**config.mk**
```make
export PLATFORM = sky130hd
export DESIGN_NAME = uvs_cordic
export DESIGN_NICKNAME = d
export VERILOG_FILES = /design/src/rtl/uvs_pkg.sv /design/src/rtl/uvs_cordic.sv
export SDC_FILE = /design/constraint.sdc
export NUM_CORES = 2
export LEC_CHECK = 0
export BUFFER_PORTS_ARGS = -buffer_cell sky130_fd_sc_hd__buf_2
export CORE_MARGIN = 2
export CORE_UTILIZATION = 38
export DETAILED_ROUTE_END_ITERATION = 7
export PLACE_DENSITY_LB_ADDON = 0.12
export REMOVE_ABC_BUFFERS = 1
export SLEW_MARGIN = 20
export SYNTH_ARGS = -nofsm -noshare
export SYNTH_HDL_FRONTEND = slang
export SYNTH_SLANG_ARGS = --single-unit
```
**constraint.sdc**
```tcl
create_clock -name clk -period 13.6 [get_ports clk]
set_clock_uncertainty 0.05 [all_clocks]
set_input_delay 2.72 -clock clk [delete_from_list [all_inputs] [get_ports clk]]
set_output_delay 2.72 -clock clk [all_outputs]
set_load 0.005 [all_outputs]
```
**src/rtl/uvs_pkg.sv**
```systemverilog
// ============================================================================
// uvs_pkg: shared types and constants for the UV-sphere vertex generator
// Request formats, register codes, CORDIC arctangent table, fixed-point widths.
// ============================================================================
`default_nettype none

package uvs_pkg;

  // index and count width
  localparam int IDX_W = 8;

  // register map
  localparam int REG_IDX_W = 8;
  localparam logic [REG_IDX_W-1:0] REG_STACK_COUNT  = 8'd0;
  localparam logic [REG_IDX_W-1:0] REG_SECTOR_COUNT = 8'd1;
  localparam logic [IDX_W-1:0] STACK_COUNT_RESET  = 8'd16;
  localparam logic [IDX_W-1:0] SECTOR_COUNT_RESET = 8'd32;

  // phase is in units of 2^-32 turn; quotient keeps one integer bit
  localparam int PHASE_W = 32;
  localparam int QUO_W   = PHASE_W + 1;

  // CORDIC datapath: x/y in Q2.30 with headroom, angle residue in 2^-32 turn
  localparam int XY_W  = 34;
  localparam int ANG_W = 32;
  localparam logic signed [XY_W-1:0] CORDIC_GAIN = 34'sd652032875;

  // quadrant codes (top two phase bits)
  localparam logic [1:0] QUAD_0 = 2'd0;
  localparam logic [1:0] QUAD_1 = 2'd1;
  localparam logic [1:0] QUAD_2 = 2'd2;
  localparam logic [1:0] QUAD_3 = 2'd3;

  localparam int ATAN_LEN = 24;
  localparam logic signed [ANG_W-1:0] ATAN_TAB [ATAN_LEN] = '{
    32'sd536870912, 32'sd316933406, 32'sd167458907, 32'sd85004756,
    32'sd42667331,  32'sd21354465,  32'sd10679838,  32'sd5340245,
    32'sd2670163,   32'sd1335087,   32'sd667544,    32'sd333772,
    32'sd166886,    32'sd83443,     32'sd41722,     32'sd20861,
    32'sd10430,     32'sd5215,      32'sd2608,      32'sd1304,
    32'sd652,       32'sd326,       32'sd163,       32'sd81
  };

  // output formats
  localparam int COORD_W = 16;
  localparam int RND_W   = 22;
  localparam int TEX_W   = 17;
  localparam logic signed [RND_W-1:0] COORD_MAX = 22'sd16384;
  localparam logic signed [RND_W-1:0] COORD_MIN = -22'sd16384;

  typedef struct packed {
    logic [IDX_W-1:0] stack_index;
    logic [IDX_W-1:0] sector_index;
  } in_item_t;

  typedef struct packed {
    logic signed [COORD_W-1:0] pos_x;
    logic signed [COORD_W-1:0] pos_y;
    logic signed [COORD_W-1:0] pos_z;
    logic [TEX_W-1:0]          tex_u;
    logic [TEX_W-1:0]          tex_v;
    logic                      index_clamped;
  } out_item_t;

  // saturate a rounded coordinate to +-1.0 in Q1.14
  function automatic logic signed [COORD_W-1:0] sat_coord(input logic signed [RND_W-1:0] v);
    logic signed [RND_W-1:0] t;
    begin
      t = v;
      if (v > COORD_MAX) t = COORD_MAX;
      else if (v < COORD_MIN) t = COORD_MIN;
      sat_coord = t[COORD_W-1:0];
    end
  endfunction

endpackage

`default_nettype wire

```
**src/rtl/uvs_cordic.sv**
```systemverilog
// ============================================================================
// uvs_cordic: pipelined rotation-mode CORDIC
// One micro-rotation per stage; gives cos and sin in Q2.30 of a 32-bit phase.
// Load, rotation and fold registers; one phase per cycle while en is high.
// ============================================================================
`default_nettype none

module uvs_cordic #(
  parameter int STAGES = 16
) (
  input  wire logic                              clk,
  input  wire logic                              en,
  input  wire logic [uvs_pkg::PHASE_W-1:0]       phase,
  output logic signed [uvs_pkg::XY_W-1:0]        cos_o,
  output logic signed [uvs_pkg::XY_W-1:0]        sin_o
);

  logic signed [uvs_pkg::XY_W-1:0]  x_r [STAGES+1];
  logic signed [uvs_pkg::XY_W-1:0]  y_r [STAGES+1];
  logic signed [uvs_pkg::ANG_W-1:0] z_r [STAGES+1];
  logic [1:0]                       quad_r [STAGES+1];
  logic signed [uvs_pkg::XY_W-1:0]  cos_r, sin_r;

  // load: start vector (K, 0), residue is the phase within the quadrant
  always_ff @(posedge clk) begin
    if (en) begin
      x_r[0]    <= uvs_pkg::CORDIC_GAIN;
      y_r[0]    <= '0;
      z_r[0]    <= {2'b00, phase[uvs_pkg::PHASE_W-3:0]};
      quad_r[0] <= phase[uvs_pkg::PHASE_W-1:uvs_pkg::PHASE_W-2];
    end
  end

  // micro-rotation stages
  for (genvar k = 0; k < STAGES; k++) begin : g_rot
    logic signed [uvs_pkg::XY_W-1:0] dx, dy;
    logic                            pos;
    assign dx  = y_r[k] >>> k;
    assign dy  = x_r[k] >>> k;
    assign pos = ~z_r[k][uvs_pkg::ANG_W-1];
    always_ff @(posedge clk) begin
      if (en) begin
        x_r[k+1]    <= pos ? x_r[k] - dx : x_r[k] + dx;
        y_r[k+1]    <= pos ? y_r[k] + dy : y_r[k] - dy;
        z_r[k+1]    <= pos ? z_r[k] - uvs_pkg::ATAN_TAB[k] : z_r[k] + uvs_pkg::ATAN_TAB[k];
        quad_r[k+1] <= quad_r[k];
      end
    end
  end

  // quadrant fold
  always_ff @(posedge clk) begin
    if (en) begin
      unique case (quad_r[STAGES])
        uvs_pkg::QUAD_0: begin cos_r <= x_r[STAGES];  sin_r <= y_r[STAGES];  end
        uvs_pkg::QUAD_1: begin cos_r <= -y_r[STAGES]; sin_r <= x_r[STAGES];  end
        uvs_pkg::QUAD_2: begin cos_r <= -x_r[STAGES]; sin_r <= -y_r[STAGES]; end
        default:         begin cos_r <= y_r[STAGES];  sin_r <= -x_r[STAGES]; end
      endcase
    end
  end

  assign cos_o = cos_r;
  assign sin_o = sin_r;

endmodule

`default_nettype wire

```
---- Word-level counts from Yosys, hierarchy flattened ----
Memory sizes are Yosys's and may differ from the RTL's.
Index checks and enable logic that the tools add are counted.
storage, ports and cells
  bits in registers ....................... 68
  RAM bits ................................ 1,734
  input port bits ......................... 34
  output and inout bits ................... 68
  logic and storage cells ................. 158
  memories ................................ 4
memories
  name    words  bits a word  rd ports  clocked after memory_dff  write ports  line              text
  x_r     17     34           17        0                         17           uvs_cordic.sv:18  logic signed [uvs_pkg::XY_W-1:0] x_r [STAGES+1];
  y_r     17     34           17        0                         17           uvs_cordic.sv:19  logic signed [uvs_pkg::XY_W-1:0] y_r [STAGES+1];
  z_r     17     32           16        0                         17           uvs_cordic.sv:20  logic signed [uvs_pkg::ANG_W-1:0] z_r [STAGES+1];
  quad_r  17     2            17        0                         17           uvs_cordic.sv:21  logic [1:0] quad_r [STAGES+1];
operators by class
  add/subtract/negate cells ............... 97
  equal/unequal tests ..................... 2
  mux-type cells .......................... 52
  reductions and logical operators ........ 1
operators by type and width
  operator          count
  $mux 34           32
  $mux 32           16
  $pmux 34 s3       2
  $add 34x19->34    2
  $add 34x20->34    2
  $add 34x21->34    2
  $add 34x22->34    2
  $add 34x23->34    2
  $add 34x24->34    2
  $add 34x25->34    2
  $add 34x26->34    2
  $add 34x27->34    2
  $add 34x28->34    2
  $add 34x29->34    2
  $add 34x30->34    2
  $add 34x31->34    2
  $add 34x32->34    2
  $add 34x33->34    2
  $neg 34->34       2
  $sub 34x19->34    2
  $sub 34x20->34    2
  $sub 34x21->34    2
  $sub 34x22->34    2
  $sub 34x23->34    2
  other kinds (48)  60

---- Logic depth before layout (Yosys ltp) ----
  word-level depth ........................ 2
  mapped depth ............................ 22
  depth with buffers taken out ............ 22

---- Worst setup path after synthesis ----
OpenSTA, ideal clock, no wires.
  path kind ............................... register -> register
  start point ............................. mem z_r[0][191] in the netlist's numbering
  end point ............................... mem y_r[0][235] in the netlist's numbering, data pin
  library setup time ...................... 258 ps
  arrival time ............................ 4,400 ps
  required time ........................... 13,292 ps
  path slack .............................. 8,892 ps
  cell stages (with the launch flop) ...... 17
  path buffers ............................ 2
  clock period less this slack ............ 4,708 ps
  cells stage by stage .................... edfxtp_1 -> clkbuf_1 -> buf_1 -> inv_1 -> o21ai_0 -> xor2_1 -> ha_1 -> a211o_1 -> a311o_1 -> a31oi_1 -> o31ai_1 -> o211a_1 -> o41ai_1 -> o21ai_0 -> o21ai_0 -> nor2b_1 -> xnor2_1
RTL lines
  item             line
  start, declared  uvs_cordic.sv:20
  end, declared    uvs_cordic.sv:19

==> results.txt <==
----------------------------------------------------
[Clocking]
  Clk slew on worst S/H paths ... 60 ps
  Post-CTS resize count ... 0
  Inserted Clock Buffers ... 192
  Count of H-tree levels built during CTS ... 4
  Worst skew pair latency ... 920 ps
  Sinks on the clock net ... 1532
  Post-CTS setup-driven buffer insertion count ... 0
  Clock Path Buffers ... 4
  Clock tree from TritonCTS ... yes
  Hold-fix buffer count after cts ... 0
  CTS root buf ... clkbuf_16

[Timing]
  Max Fclk ... 169 MHz
  Period utilisation layout ... 0.434
  Crit path time final ... 5900 ps
  Actual slew at the worst max-slew pin ... 1170 ps
  Max-slew violations ... 0
  Worst max-slew margin expressed relative to the limit ... 0.217
  Setup repair after global routing missed its margin ... no
  Count of endpoints failing hold in the final timing report ... 0
  Sum Neg Setup Slack ... 0 ps
  Final setup violation count ... 0

[Floorplanning]
  Floorplan core area ... 324000 sq um
  Initial standard-cell utilization of the core ... 0.382
  IO Count ... 102
  Full die area ... 330000 sq um
  Vertical die dimension ... 575 um
  Row cnt ... 209
  Die boundary width ... 575 um

[Global route]
  Global-route wire length before repair ... 530000 um
  Vias in the first global route ... 93500
  Maximum number of pins on one net before global-route repair ... 177
  Overflow left after global routing ... 0
  Antenna violations before repair ... 3
  Global-route total usage across every layer ... 0.200

[Setup path]
  Internal reg-to-reg setup slack ... 7700 ps
  Worst setup path end ... x_r[0][202]
  Required time worst endpoint ... 14170 ps
  Buffers & Inverters on Critical Path ... 1
  Critical-path top delay cell ... edfxtp_1
  Crit path max fanout ... 57
  Critical Path End Type ... flop
  Family of cells with the greatest summed delay on the critical path ... compound AO/OA/AOI/OAI gates
  Worst EP arrival ... 6480 ps
  Crit Reg-Reg Startpoint ... z_r[0][159]
  Number of cells traversed by the worst register-to-register path ... 14
  Critical path depth in cells ... 14
  Delay of the slowest cell on the worst path ... 810 ps
  Sequence of cells on the critical path ... buf_4, nor2_1, xor2_1, ha_1, a21o_1, a21o_1, a211oi_1, a31oi_1, a2111oi_1, o31ai_1, a31oi_1, o21ai_0, a311oi_1, o311ai_0
  Reg2reg end ... x_r[0][202]
  Crit start category ... flop
  Class of the most critical setup path ... reg -> reg
  CP Launch Point ... z_r[0][159]

[Synthesis]
  Sequential element share of the synthesized area ... 0.372
  Fraction of the mapped netlist area in simple logic gates ... 0.129
  Unique masters post-synth ... 86
  Mean area per synthesized cell ... 9.68 sq um
  Leading post-synthesis cells by cell area ... edfxtp_1 (37%), ha_1 (13%), xnor2_1 (8.7%)
  Proportion of synthesized area in mux cells ... 0.00873
  Portion of synthesized cell area occupied by the leading cell type ... 0.372
  Prevailing post-synth register cell ... edfxtp_1
  Fraction of the mapped netlist area in adder cells ... 0.140
  Number of instances in the synthesized netlist ... 12800
  Combinational family with the most area after synthesis ... compound AO/OA/AOI/OAI gates
  Fraction of registers with async set or reset after synthesis ... 0
  Number of warnings printed during yosys synthesis ... 0
  Number of synthesized register bits ... 1532
  Complex-gate fraction of the synthesized area ... 0.197
  Combined area of all synthesized cells ... 124000 sq um
  Largest area contributor in the netlist ... edfxtp_1
  Count of flip-flops with a built-in enable after synthesis ... 1532
  Fraction of synthesized cell area in xor and xnor cells ... 0.131

[Finish]
  Ratio of cells with drive above 1 in the final layout ... 0.0473
  Finished layout cell area ... 136000 sq um
  Multi-input combinational cell area ... 74900 sq um
  Filler cells ... 31000
  Post-layout util ... 0.419
  Post-synthesis to final-layout area growth ... 9.81%
  Area taken by flip-flops and latches ... 46000 sq um
  Count of nets after finishing ... 14300

[Status]
  Run status ... complete, no violations

[Route]
  Count of unresolved DRC violations after routing ... 0
  Total via count in the routed design ... 95400
  Average wire length per cell after detail routing ... 19.6 um
  Remaining number of nets flagged by the antenna check after routing ... 0
  DRC marker count from the first detailed-route iteration ... 6285
  Post-detailed-route via-to-cell ratio ... 5.49
  Pre-Repair DR Iteration Count ... 6
  Wirelength, routed ... 340000 um

[Placement]
  Half-perimeter wire length of the detailed placement result ... 270000 um
  Total cell area at the placement stage ... 129000 sq um
  I/O Buffers ... 101
  Final weighted congestion in routability-driven placement ... 0.902

[Hold path]
  Worst hold path type ... reg -> reg

[Flow run]
  Total of max-cap violations ... 0

----------------------------------------------------
-- state kept, by name (all words and copies together), names as in the netlist --
signal,count
cos_o,34
x_r,478
quad_r,34
y_r,476
sin_o,34
z_r,476
-- stage by stage --
stage / std cells / setup WS (ps) / hold slack (ps)
4_1_cts: 17400 / 7690 / 336
5_1_grt: 17400 / 7130 / 334
3_5_place_dp: 17000 / 7690 / 355
2_1_floorplan: 12500 / 7950 / 350
6_report: 17400 / 7700 / 341
3_3_place_gp: 17000 / 7710 / 352
-- worst reg2reg max path, stage by stage (launching register included) --
cell	delay, ps
edfxtp_1	810
buf_4	590
nor2_1	140
xor2_1	170
ha_1	370
a21o_1	190
a21o_1	200
a211oi_1	480
a31oi_1	200
a2111oi_1	770
o31ai_1	310
a31oi_1	340
o21ai_0	210
a311oi_1	550
o311ai_0	200
-- layer usage --
metal | share of wire | GRT usage
met3 | 0.036 | 0.0189
met5 | 0 | 0
met1 | 0.45 | 0.257
met2 | 0.49 | 0.354
met4 | 0.028 | 0.0569
-- area by class of cell --
| class | count | area share |
|---|---|---|
| antenna | 2 | 0.0000368 |
| sequential | 1532 | 0.339 |
| timing repair buffer | 166 | 0.00782 |
| clock buffer | 221 | 0.0365 |
| clock inverter | 130 | 0.0116 |
| multi-input combinational | 10500 | 0.552 |
| tap | 4325 | 0.0398 |
| inverter | 508 | 0.0140 |
-- synth_stat cells (all sizes together) (74+ instances only) --
library cell,instances
a21oi,1449
nand3,174
nand2,653
o21ai,629
nand4,112
nor4,83
o21bai,160
a21o,686
nand2b,196
a211oi,93
and2,82
o31ai,76
xnor2,1228
inv,504
nor2b,214
edfxtp,1532
nor3,299
or3,74
nor2,1120
a31oi,157
o21a,162
ha,1318
clkbuf,198
xor2,623
and3,108
-- worst min path at each step --
stage                          to  depth (start not counted)  slack (ps)     startpoint
floorplan           quad_r[0][10]                          0         350   quad_r[0][8]
global placement       z_r[0][64]                          0         350     z_r[0][32]
detailed placement   quad_r[1][0]                          0         350  quad_r[0][14]
CTS                   z_r[0][224]                          0         340    z_r[0][192]
global route          z_r[0][224]                          0         330    z_r[0][192]
finish                z_r[0][224]                          0         340    z_r[0][192]
-- cell families after synthesis --
group           after synthesis
xor+xnor                   1851
compound gates             3881
mux                          99
other cells                   1
fa+ha+maj                  1357
flops                      1532
simple gates               3308
buf+inv                     748
-- cells in the final DEF, fill, tap and decap left out, types with 34 or more instances in the layout --
cell       instances
edfxtp_1        1532
a21oi_1         1449
ha_1            1318
xnor2_1         1228
nor2_1          1120
a21o_1           686
nand2_1          652
xor2_1           623
o21ai_0          621
inv_1            504
nor3_1           298
nor2b_1          214
nand2b_1         196
clkbuf_16        194
nand3_1          174
o21a_1           162
o21bai_1         160
a31oi_1          157
nand4_1          112
and3_1           108
buf_2            100
a211oi_1          92
nor4_1            83
and2_1            82
o31ai_1           74
or3_1             68
buf_4             60
mux2_2            51
or2_2             48
mux2i_1           46
o41ai_1           45
clkinv_1          41
a21boi_0          39
fa_1              39
and4_1            38
o211ai_1          36
a31o_2            34
Power is left out: the tool's default activity adds up to more than one toggle a clock period on the data nets, which glitch-free logic cannot reach.
